**config.mk**
```make
export PLATFORM = sky130hd
export DESIGN_NAME = elevator_request_scheduler
export DESIGN_NICKNAME = d
export VERILOG_FILES = /design/src/rtl/ers_pkg.sv /design/src/rtl/ers_ctrl.sv /design/src/rtl/ers_datapath.sv /design/src/rtl/elevator_request_scheduler.sv
export SDC_FILE = /design/constraint.sdc
export NUM_CORES = 1
export LEC_CHECK = 0
export ABC_AREA = 1
export BUFFER_PORTS_ARGS = -buffer_cell sky130_fd_sc_hd__buf_2
export CORE_MARGIN = 5
export CORE_UTILIZATION = 56
export CTS_CLUSTER_SIZE = 28
export DETAILED_ROUTE_END_ITERATION = 6
export GPL_TIMING_DRIVEN = 0
export PLACE_DENSITY = 0.76
export SLEW_MARGIN = 5
export SYNTH_ARGS = -nofsm -noshare
export SYNTH_HDL_FRONTEND = slang
export SYNTH_HIERARCHICAL = 1
export SYNTH_SLANG_ARGS = --single-unit
export TNS_END_PERCENT = 100
```
**constraint.sdc**
```tcl
create_clock -name clk_i -period 12.35 [get_ports clk_i]
set_input_delay 1.235 -clock clk_i [delete_from_list [all_inputs] [get_ports clk_i]]
set_output_delay 1.235 -clock clk_i [all_outputs]
set_load 0.03 [all_outputs]
```
**src/rtl/ers_pkg.sv**
```systemverilog
`default_nettype none

package ers_pkg;

  // floor numbers as carried on the input and output words
  localparam int unsigned FLOOR_W    = 5;
  localparam int unsigned FLOORS_DEF = 16;

  localparam int unsigned IN_DATA_W  = 8;
  localparam int unsigned OUT_DATA_W = 16;

  typedef enum logic [1:0] {
    DIR_STILL = 2'd0,
    DIR_UP    = 2'd1,
    DIR_DOWN  = 2'd2
  } dir_e;

  typedef enum logic {
    CMD_REQUEST = 1'b0,
    CMD_ARRIVED = 1'b1
  } ev_cmd_e;

  typedef enum logic {
    ST_IDLE = 1'b0,
    ST_PLAN = 1'b1
  } state_e;

  typedef struct packed {
    logic load;    // latch event, update request bits and car floor
    logic commit;  // run the planner, write state and result word
  } ctrl_cmd_t;

  typedef struct packed {
    logic can_commit;  // result register free or being drained
  } dp_status_t;

endpackage

`default_nettype wire

```
**src/rtl/ers_ctrl.sv**
```systemverilog
`default_nettype none

module ers_ctrl (
  input  wire                  clk_i,
  input  wire                  rst_ni,
  input  wire                  in_valid_i,
  output logic                 in_ready_o,
  input  ers_pkg::dp_status_t  status_i,
  output ers_pkg::ctrl_cmd_t   cmd_o
);
  import ers_pkg::*;

  state_e state_q, state_d;

  always_ff @(posedge clk_i or negedge rst_ni) begin
    if (!rst_ni) begin
      state_q <= ST_IDLE;
    end else begin
      state_q <= state_d;
    end
  end

  always_comb begin
    state_d    = state_q;
    in_ready_o = 1'b0;
    cmd_o      = '0;
    unique case (state_q)
      ST_IDLE: begin
        in_ready_o = 1'b1;
        if (in_valid_i) begin
          cmd_o.load = 1'b1;
          state_d    = ST_PLAN;
        end
      end
      ST_PLAN: begin
        // hold the plan until the previous word has left
        if (status_i.can_commit) begin
          cmd_o.commit = 1'b1;
          state_d      = ST_IDLE;
        end
      end
      default: state_d = ST_IDLE;
    endcase
  end

endmodule

`default_nettype wire

```
**src/rtl/ers_datapath.sv**
```systemverilog
`default_nettype none

module ers_datapath #(
  parameter int unsigned FLOORS = ers_pkg::FLOORS_DEF
) (
  input  wire                          clk_i,
  input  wire                          rst_ni,
  input  ers_pkg::ctrl_cmd_t           cmd_i,
  output ers_pkg::dp_status_t          status_o,
  input  wire                          ev_cmd_i,
  input  wire [ers_pkg::FLOOR_W-1:0]   ev_floor_i,
  output logic                         res_valid_o,
  input  wire                          res_ready_i,
  output logic                         call_valid_o,
  output logic [ers_pkg::FLOOR_W-1:0]  call_floor_o,
  output logic                         went_free_o,
  output ers_pkg::dir_e                travel_dir_o
);
  import ers_pkg::*;

  localparam int unsigned IW = (FLOORS > 1) ? $clog2(FLOORS) : 1;

  logic [FLOORS-1:0]  pending_q, pending_d;
  logic [FLOOR_W-1:0] car_q, car_d;
  logic [FLOOR_W-1:0] target_q, target_d;
  dir_e               heading_q, heading_d;
  logic               busy_q, busy_d;
  logic               act_q, act_d;

  logic               res_valid_q;
  logic               call_valid_q, call_valid_d;
  logic [FLOOR_W-1:0] call_floor_q, call_floor_d;
  logic               went_free_q, went_free_d;

  logic               fl_ok;
  logic [FLOOR_W-1:0] fl_m1;
  logic [IW-1:0]      fl_idx;

  logic [FLOORS-1:0]  mask_up, mask_dn;
  logic [FLOOR_W-1:0] up_fl, dn_fl, pref_fl, tgt;
  dir_e               nd;

  assign fl_ok  = (ev_floor_i != '0) && ({1'b0, ev_floor_i} <= (FLOOR_W + 1)'(FLOORS));
  assign fl_m1  = ev_floor_i - FLOOR_W'(1);
  assign fl_idx = fl_m1[IW-1:0];

  // event latch: request bits and car floor settle before planning
  always_comb begin
    pending_d = pending_q;
    car_d     = car_q;
    act_d     = act_q;
    if (cmd_i.load) begin
      act_d = fl_ok && ((ev_cmd_i == CMD_REQUEST) || busy_q);
      if (act_d) begin
        if (ev_cmd_i == CMD_REQUEST) begin
          pending_d[fl_idx] = 1'b1;
        end else begin
          if (target_q == ev_floor_i) pending_d[fl_idx] = 1'b0;
          car_d = ev_floor_i;
        end
      end
    end
  end

  // nearest request at or above / at or below the car
  always_comb begin
    up_fl = '0;
    dn_fl = '0;
    for (int i = 0; i < FLOORS; i++) begin
      mask_up[i] = pending_q[i] && ((FLOOR_W + 1)'(i + 1) >= {1'b0, car_q});
      mask_dn[i] = pending_q[i] && ((FLOOR_W + 1)'(i + 1) <= {1'b0, car_q});
    end
    for (int i = FLOORS - 1; i >= 0; i--) begin
      if (mask_up[i]) up_fl = FLOOR_W'(i + 1);
    end
    for (int i = 0; i < FLOORS; i++) begin
      if (mask_dn[i]) dn_fl = FLOOR_W'(i + 1);
    end
  end

  always_comb begin
    pref_fl = '0;
    if (heading_q == DIR_UP) pref_fl = up_fl;
    else if (heading_q == DIR_DOWN) pref_fl = dn_fl;
    if (pref_fl != '0) begin
      tgt = pref_fl;
    end else if ((up_fl != '0) &&
                 ((dn_fl == '0) || ((up_fl - car_q) < (car_q - dn_fl)))) begin
      tgt = up_fl;
    end else begin
      tgt = dn_fl;  // ties go down
    end
    nd = heading_q;
    if (tgt != car_q) nd = (tgt > car_q) ? DIR_UP : DIR_DOWN;
  end

  always_comb begin
    target_d     = target_q;
    heading_d    = heading_q;
    busy_d       = busy_q;
    call_valid_d = 1'b0;
    call_floor_d = '0;
    went_free_d  = 1'b0;
    if (act_q) begin
      busy_d   = 1'b1;
      target_d = tgt;
      if (tgt != '0) begin
        if ((nd == heading_q) || (heading_q == DIR_STILL)) begin
          heading_d    = nd;
          call_valid_d = 1'b1;
          call_floor_d = tgt;
        end
      end else begin
        busy_d      = 1'b0;
        heading_d   = DIR_STILL;
        went_free_d = 1'b1;
      end
    end
  end

  always_ff @(posedge clk_i or negedge rst_ni) begin
    if (!rst_ni) begin
      pending_q   <= '0;
      car_q       <= FLOOR_W'(1);
      target_q    <= '0;
      heading_q   <= DIR_STILL;
      busy_q      <= 1'b0;
      act_q       <= 1'b0;
      res_valid_q <= 1'b0;
    end else begin
      pending_q <= pending_d;
      car_q     <= car_d;
      act_q     <= act_d;
      if (cmd_i.commit) begin
        target_q    <= target_d;
        heading_q   <= heading_d;
        busy_q      <= busy_d;
        res_valid_q <= 1'b1;
      end else if (res_ready_i) begin
        res_valid_q <= 1'b0;
      end
    end
  end

  always_ff @(posedge clk_i) begin
    if (cmd_i.commit) begin
      call_valid_q <= call_valid_d;
      call_floor_q <= call_floor_d;
      went_free_q  <= went_free_d;
    end
  end

  assign status_o.can_commit = !res_valid_q || res_ready_i;
  assign res_valid_o  = res_valid_q;
  assign call_valid_o = call_valid_q;
  assign call_floor_o = call_floor_q;
  assign went_free_o  = went_free_q;
  assign travel_dir_o = heading_q;

endmodule

`default_nettype wire

```
**src/rtl/elevator_request_scheduler.sv**
```systemverilog
`default_nettype none
// channel | dir | tdata (lsb up)                                    | tuser
// s_axis  | in  | floor_num[4:0], zero pad to 8                     | cmd
// m_axis  | out | call_valid, call_floor[4:0], went_free, travel_dir[1:0], pad to 16 | -
//
// Each event is first latched into the request bits (ST_IDLE), then the
// planner (up/down priority encoders plus distance compare) commits it (ST_PLAN).
// The result word sits in an output register; the next event is taken
// while it waits, but its plan holds until that word is drained.
// Reset clears all requests, puts the car at floor 1, free and motionless.

module elevator_request_scheduler #(
  parameter int unsigned FLOORS = ers_pkg::FLOORS_DEF
) (
  input  wire                              clk_i,
  input  wire                              rst_ni,
  input  wire                              s_axis_tvalid,
  output logic                             s_axis_tready,
  input  wire [ers_pkg::IN_DATA_W-1:0]     s_axis_tdata,   // floor_num
  input  wire                              s_axis_tuser,   // cmd
  output logic                             m_axis_tvalid,
  input  wire                              m_axis_tready,
  output logic [ers_pkg::OUT_DATA_W-1:0]   m_axis_tdata    // call_valid, call_floor,
                                                           // went_free, travel_dir
);
  import ers_pkg::*;

  ctrl_cmd_t          cmd;
  dp_status_t         status;
  logic               call_valid;
  logic [FLOOR_W-1:0] call_floor;
  logic               went_free;
  dir_e               travel_dir;

  ers_ctrl u_ctrl (
    .clk_i      (clk_i),
    .rst_ni     (rst_ni),
    .in_valid_i (s_axis_tvalid),
    .in_ready_o (s_axis_tready),
    .status_i   (status),
    .cmd_o      (cmd)
  );

  ers_datapath #(
    .FLOORS (FLOORS)
  ) u_dp (
    .clk_i        (clk_i),
    .rst_ni       (rst_ni),
    .cmd_i        (cmd),
    .status_o     (status),
    .ev_cmd_i     (s_axis_tuser),
    .ev_floor_i   (s_axis_tdata[FLOOR_W-1:0]),
    .res_valid_o  (m_axis_tvalid),
    .res_ready_i  (m_axis_tready),
    .call_valid_o (call_valid),
    .call_floor_o (call_floor),
    .went_free_o  (went_free),
    .travel_dir_o (travel_dir)
  );

  assign m_axis_tdata = {(OUT_DATA_W - 9)'(0), travel_dir, went_free, call_floor, call_valid};

  // a plan never overwrites an undrained word
  a_commit_free: assert property (@(posedge clk_i) disable iff (!rst_ni)
    cmd.commit |-> (!m_axis_tvalid || m_axis_tready))
    else $error("plan committed over a pending result");

  // an accepted event always goes through the planning state
  a_accept_plan: assert property (@(posedge clk_i) disable iff (!rst_ni)
    (s_axis_tvalid && s_axis_tready) |=> !s_axis_tready)
    else $error("event accepted without planning");

  // a call and going free are exclusive, and a call names a floor
  a_call_sane: assert property (@(posedge clk_i) disable iff (!rst_ni)
    (m_axis_tvalid && call_valid) |-> (!went_free && (call_floor != '0)))
    else $error("inconsistent result word");

  // going free leaves the car motionless
  a_free_still: assert property (@(posedge clk_i) disable iff (!rst_ni)
    (m_axis_tvalid && went_free) |-> (travel_dir == DIR_STILL))
    else $error("went free while moving");

endmodule

`default_nettype wire
```
**Word-level counts from Yosys, hierarchy flattened**

Cells that the tools add are included.

- Add/sub/neg operators: 3
- Magnitude comparators: 37
- Equality and inequality tests: 7
- Mux-type cells: 56
- Bitwise operators: 5
- Reduce and logical (&&, ||, !) cells: 54

Operators with widths:

| cell | number |
|---|---|
| $mux W5 | 21 |
| $ge A4 B5 Y1 const A | 8 |
| $le A4 B5 Y1 const A | 8 |
| $logic_and A1 B1 Y1 | 36 |
| $mux W16 | 2 |
| $mux W4 | 8 |
| $ge A3 B5 Y1 const A | 4 |
| $le A3 B5 Y1 const A | 4 |
| $reduce_bool A5 Y1 | 4 |
| $and A16 B16 Y16 | 1 |
| $not A16 Y16 | 1 |
| $or A16 B16 Y16 | 1 |
| $mux W1 | 13 |
| $mux W2 | 6 |
| $mux W3 | 4 |
| $reduce_and A3 Y1 | 4 |
| $ge A2 B5 Y1 const A | 2 |
| $le A2 B5 Y1 const A | 2 |
| $sub A5 B5 Y5 | 2 |
| $eq A5 B5 Y1 | 1 |
| $ge A1 B5 Y1 const A | 1 |
| $ge A5 B5 Y1 const A | 1 |
| $gt A5 B5 Y1 | 1 |
| $le A1 B5 Y1 const A | 1 |
| 21 further kinds | 26 |

- Register bits: 39
- Output and inout bits: 18
- Logic and storage cells: 173

**Logic depth before layout (Yosys ltp)**

- Word-level depth: 31
- Gate-level depth with buffers: 48
- Mapped depth without buffers: 48

**Cells and area by module**

Netlist, hierarchy kept.

Modules (own cells, without submodules):

| module | times used | cells an instance | area each (um^2) | seq. area each (um^2) |
|---|---|---|---|---|
| ers_datapath | 1 | 467 | 3,239.4 | 987.2 |
| elevator_request_scheduler | 1 | 10 | 71.3 | 0.0 |
| ers_ctrl | 1 | 9 | 60.1 | 25.0 |

**Worst setup path after synthesis**

OpenSTA, ideal clock, no wires.

- Path type: flip-flop to flip-flop
- Start: reg u_dp.car_q[1]
- End: reg u_dp.call_floor_q[0] (netlist: u_dp/call_floor_o[0]), data pin
- Library setup time: 254 ps
- Data arrival time: 4,551 ps
- Required time: 12,096 ps
- Path slack: 7,545 ps
- Cell stages (with the launch flop): 45
- Path through: dfrtp_1 -> buf_2 -> nor2_1 -> nand3_1 -> nand3_1 -> nand2_1 -> nand2_1 -> nand2_1 -> nand2_1 -> nand2_1 -> nand2_1 -> nand2_1 -> nand2_1 -> nand2_1 -> nand2_1 -> nand2_1 -> nand2_1 -> inv_1 -> [9 not listed] -> a21oi_1 -> inv_1 -> nand2_2 -> nand2_2 -> nand2_1 -> nand3_1 -> nand2_2 -> ha_1 -> nand2_1 -> nor2_1 -> nand2_1 -> o211ai_1 -> nor2_1 -> a21oi_1 -> inv_1 -> o21ai_0 -> nand3_4 -> nor2_2

- Word-level cells in the longest chain between the ends: 30

Ends and longest elaborated chain:

| what | RTL line | RTL |
|---|---|---|
| from (decl) | ers_datapath.sv:24 | `logic [FLOOR_W-1:0] car_q, car_d;` |
| from (signal assigned) | ers_datapath.sv:132 | `car_q <= car_d;` |
| $ge A5 B5 Y1 / $le A1 B5 Y1 (equally long branches) | ers_datapath.sv:70, ers_datapath.sv:71 |  |
| $logic_and A1 B1 Y1, on equally long branches | ers_datapath.sv:70, ers_datapath.sv:71 |  |
| $mux W5 / $mux W1 (equally long branches) | ers_datapath.sv:74, ers_datapath.sv:77 |  |
| $mux W5 / $mux W2 (equally long branches) (2 in a row) | ers_datapath.sv:74, ers_datapath.sv:77 |  |
| $mux W5 / $mux W3 (equally long branches) (4 in a row) | ers_datapath.sv:74, ers_datapath.sv:77 |  |
| $mux W5 / $mux W4 (equally long branches) (8 in a row) | ers_datapath.sv:74, ers_datapath.sv:77 |  |
| $mux W5, on equally long branches | ers_datapath.sv:74, ers_datapath.sv:77 |  |
| $sub A5 B5 Y5 | ers_datapath.sv:88 | `((dn_fl == '0) \|\| ((up_fl - car_q) < (car_q - dn_fl)))) begin` |
| [3 not listed] | -- |  |
| $mux W5 | ers_datapath.sv:87 | `end else if ((up_fl != '0) &&` |
| $mux W5 * | ers_datapath.sv:85 | `if (pref_fl != '0) begin` |
| net u_dp.tgt[4] | ers_datapath.sv:40 | `logic [FLOOR_W-1:0] up_fl, dn_fl, pref_fl, tgt;` |
| $gt A5 B5 Y1 | ers_datapath.sv:94 | `if (tgt != car_q) nd = (tgt > car_q) ? DIR_UP : DIR_DOWN;` |
| $mux W2 (2 in a row) | ers_datapath.sv:94 |  |
| $eq A2 B2 Y1 | ers_datapath.sv:108 | `if ((nd == heading_q) \|\| (heading_q == DIR_STILL)) begin` |
| $logic_or A1 B1 Y1 | ers_datapath.sv:108 |  |
| $reduce_and A3 Y1 (no source line) * | -- |  |
| to (signal assigned) | ers_datapath.sv:148 | `call_floor_q <= call_floor_d;` |
| to (decl) | ers_datapath.sv:32 | `logic [FLOOR_W-1:0] call_floor_q, call_floor_d;` |

Mark *: on every way through the listed nets, which the timed path passes. The rest lies on a longest branch.
A chain may end at the register's enable or synchronous reset.

**Worst setup path in the final report**

Ends and elaborated chain as after synthesis.

==> impl_results.md <==
- CTS clk-pin slew, worst paths: 0.07 ns
- Largest net degree at the start of global routing: 33
- Routed wl met3: 359 um
- Worst endpoint required time: 12.40 ns
- Routed WL: 7870 um
- Via count: 3090
- CTS tree: built
- Core Util, Final: 62.7%
- Async set-reset flop share out of synthesis: 82.1%
- IO buf count: 19
- Kind of critical path: register to register
- Crit path arrival time: 5.70 ns
- Clock Sinks: 39
- Final setup fails: 0
- Hold depth: 2
- Leading cell type in the layout, fill and taps excluded: nand2_1
- Nets: 550
- Chip Height: 87.6 um
- Mapped Area: 0.00337 sq mm
- Slowest cell delay on critical path: 0.43 ns
- CORE AREA: 0.00589 sq mm
- Post-DP HPWL: 6390 um
- Skew final: 0.00657 ns
- Initial antenna violation count: 0
- Post-route ant nets: 0
- ANT cells: 0
- Yosys warning count: 6
- Slew HR: 53.0%
- Fin crit period: 5.65 ns
- Layout area overhead: 9.43%
- Hold_buf cts: 0
- IO Count: 31
- Number of synthesized register bits: 39
- Worst R2R End: u_dp/call_floor_o[0]$_SDFFCE_PN0P_
- Cells after synthesis: 486
- CTS Buffer Depth: 2
- Top Layer Used: met4
- Share of layout cells above drive strength 1: 18.1%
- Clock Latency Late Sink: 0.29 ns
- First-pass GRT wire length: 13200 um
- Max-cap violations: 0
- Initial DRC count: 178
- Period utilization: 45.8%
- Vias in the first global route: 2944
- Setup TNS: 0 ns
- R2r setup slk: 6.70 ns
- Initial Utilization: 57.3%
- Vias per cell: 5.20
- Tightest Pin Transition: 0.705 ns
- Register area: 0.00101 sq mm
- DRC: 0
- Global router's overall resource usage: 22.0%
- Site row count: 28
- Register area share after synthesis: 30.0%
- H-tree levels: 2
- Pre-antenna DRT Iters: 6
- Commonest cells after routing, fill and taps aside: nand2_1 (149), inv_1 (70), dfrtp_1 (31), o21ai_0 (31), nor2_1 (30)
- Fillers: 548
- CTS root buffer: clkbuf_8
- DIE AREA: 0.00767 sq mm
- HP Class: register to register
- Post-CTS sizing: 0
- Post-synth EDFFs: 7
- CP max FO: 8
- Clock buffer count from CTS: 5
- GRT overflow: 0
- Top_reg_cell synth: dfrtp_1
- Crit start category: register
- RePlAce Congestion: 0.931
- F_max: 0.177 GHz
- Most frequent CP cell: nand2_1
- Slew Limit Fails: 0
- Register-to-Register Path Depth: 44
- Syn Area/Cell: 6.94 sq um
- Drt wl/cell: 13.3 um
- Final-report hold violation count: 0
- Post-CTS Setup Bufs: 0
- Worst Setup End Kind: register
- Crit-path slowest cell: dfrtp_1
- WL met1: 3520 um
- Reg2reg start: u_dp/car_q[1]$_DFFE_PN0P_
- Area occupied by multi-input gates: 0.00197 sq mm
- RSZ-0062 raised after global routing: no
- Status: complete, no violations
- Metal2 WL: 3790 um
- Die W: 87.6 um
- Distinct cell type count after synthesis: 41
## synth_stat cells (2+ instances only)
cell | n | area [sq um]
o211ai_1 | 5 | 37.5
nand3_4 | 3 | 52.6
nand2_1 | 149 | 559
inv_1 | 70 | 263
clkbuf_1 | 3 | 11.3
mux2i_1 | 2 | 20.0
nor2_4 | 3 | 33.8
dfrtp_1 | 31 | 776
fa_1 | 2 | 40.0
buf_4 | 9 | 67.6
xor2_1 | 8 | 70.1
edfxtp_1 | 7 | 210
o21ai_2 | 3 | 26.3
nor2_2 | 10 | 62.6
o22ai_1 | 2 | 12.5
inv_2 | 13 | 48.8
ha_1 | 17 | 213
nand3_1 | 25 | 125
o22ai_2 | 2 | 25.0
nor3_1 | 4 | 20.0
buf_2 | 2 | 10.0
nor2_1 | 30 | 113
o21ai_1 | 3 | 15.0
nand2_2 | 16 | 100
a21oi_1 | 13 | 65.1
o21bai_1 | 3 | 22.5
o21ai_0 | 31 | 155
xnor2_1 | 5 | 43.8
nand4_1 | 3 | 18.8
## worst max-delay path, delay by kind of cell (launching register included)
family                     cells  cell delay, ns
DFF                            1            0.43
adders and majority gates      4            1.09
buffers and inverters          7            0.67
AOI/OAI and AO/OA              5            0.70
and+or+nand+nor               28            2.54
## worst max path at each step
stage                     cells after the start                                  to                       from  slack, ns
after floorplan                              44  u_dp/call_floor_o[0]$_SDFFCE_PN0P_  u_dp/car_q[1]$_DFFE_PN0P_       7.55
after global placement                       44  u_dp/call_floor_o[0]$_SDFFCE_PN0P_  u_dp/car_q[1]$_DFFE_PN0P_       6.97
after detailed placement                     42  u_dp/call_floor_o[2]$_SDFFCE_PN0P_  u_dp/car_q[1]$_DFFE_PN0P_       6.76
after CTS                                    42  u_dp/call_floor_o[0]$_SDFFCE_PN0P_  u_dp/car_q[1]$_DFFE_PN0P_       6.74
after global routing                         47    u_dp/travel_dir_o[0]$_DFFE_PN0P_  u_dp/car_q[3]$_DFFE_PN0P_       6.14
final                                        44  u_dp/call_floor_o[0]$_SDFFCE_PN0P_  u_dp/car_q[1]$_DFFE_PN0P_       6.70
## cell families after synthesis
logic type / synth area share (%)
other: 0.111
DFF: 30.0
and+or+nand+nor: 34.2
xor gates and xnor gates: 3.38
muxes: 0.594
buffers and inverters: 12.2
AOI/OAI and AO/OA: 12.0
adders and majority gates: 7.50
## through the flow
stage | instance area [sq um] | std cells | hold WS, ns | setup slack [ns]
after CTS | 3690 | 594 | 0.501 | 6.74
after global placement | 3580 | 586 | 0.470 | 6.97
after global routing | 3690 | 594 | 0.537 | 6.14
after floorplan | 3390 | 492 | 0.453 | 7.55
after detailed placement | 3580 | 586 | 0.484 | 6.76
final | 3690 | 594 | 0.506 | 6.70
## per-layer routing
layer | vias up | GRT usage [%]
li1 | 1576 | -
met1 | 1404 | 28.6
met2 | 88 | 37.6
met3 | 22 | 2.54
met4 | 0 | 7.95
met5 | - | 0
## area by class of cell
cell class / instances / share of cell area, %
Timing Repair Buffer: 19 / 2.58
Tap cell: 75 / 2.54
Clock inverter: 1 / 0.814
Clock buffer: 7 / 2.07
Buffer: 15 / 2.71
Sequential cell: 39 / 27.4
Multi-Input combinational cell: 355 / 53.4
Inverter: 83 / 8.45
Power is left out: the tool's default activity adds up to more than one toggle a clock period on the data nets, which glitch-free logic cannot reach.
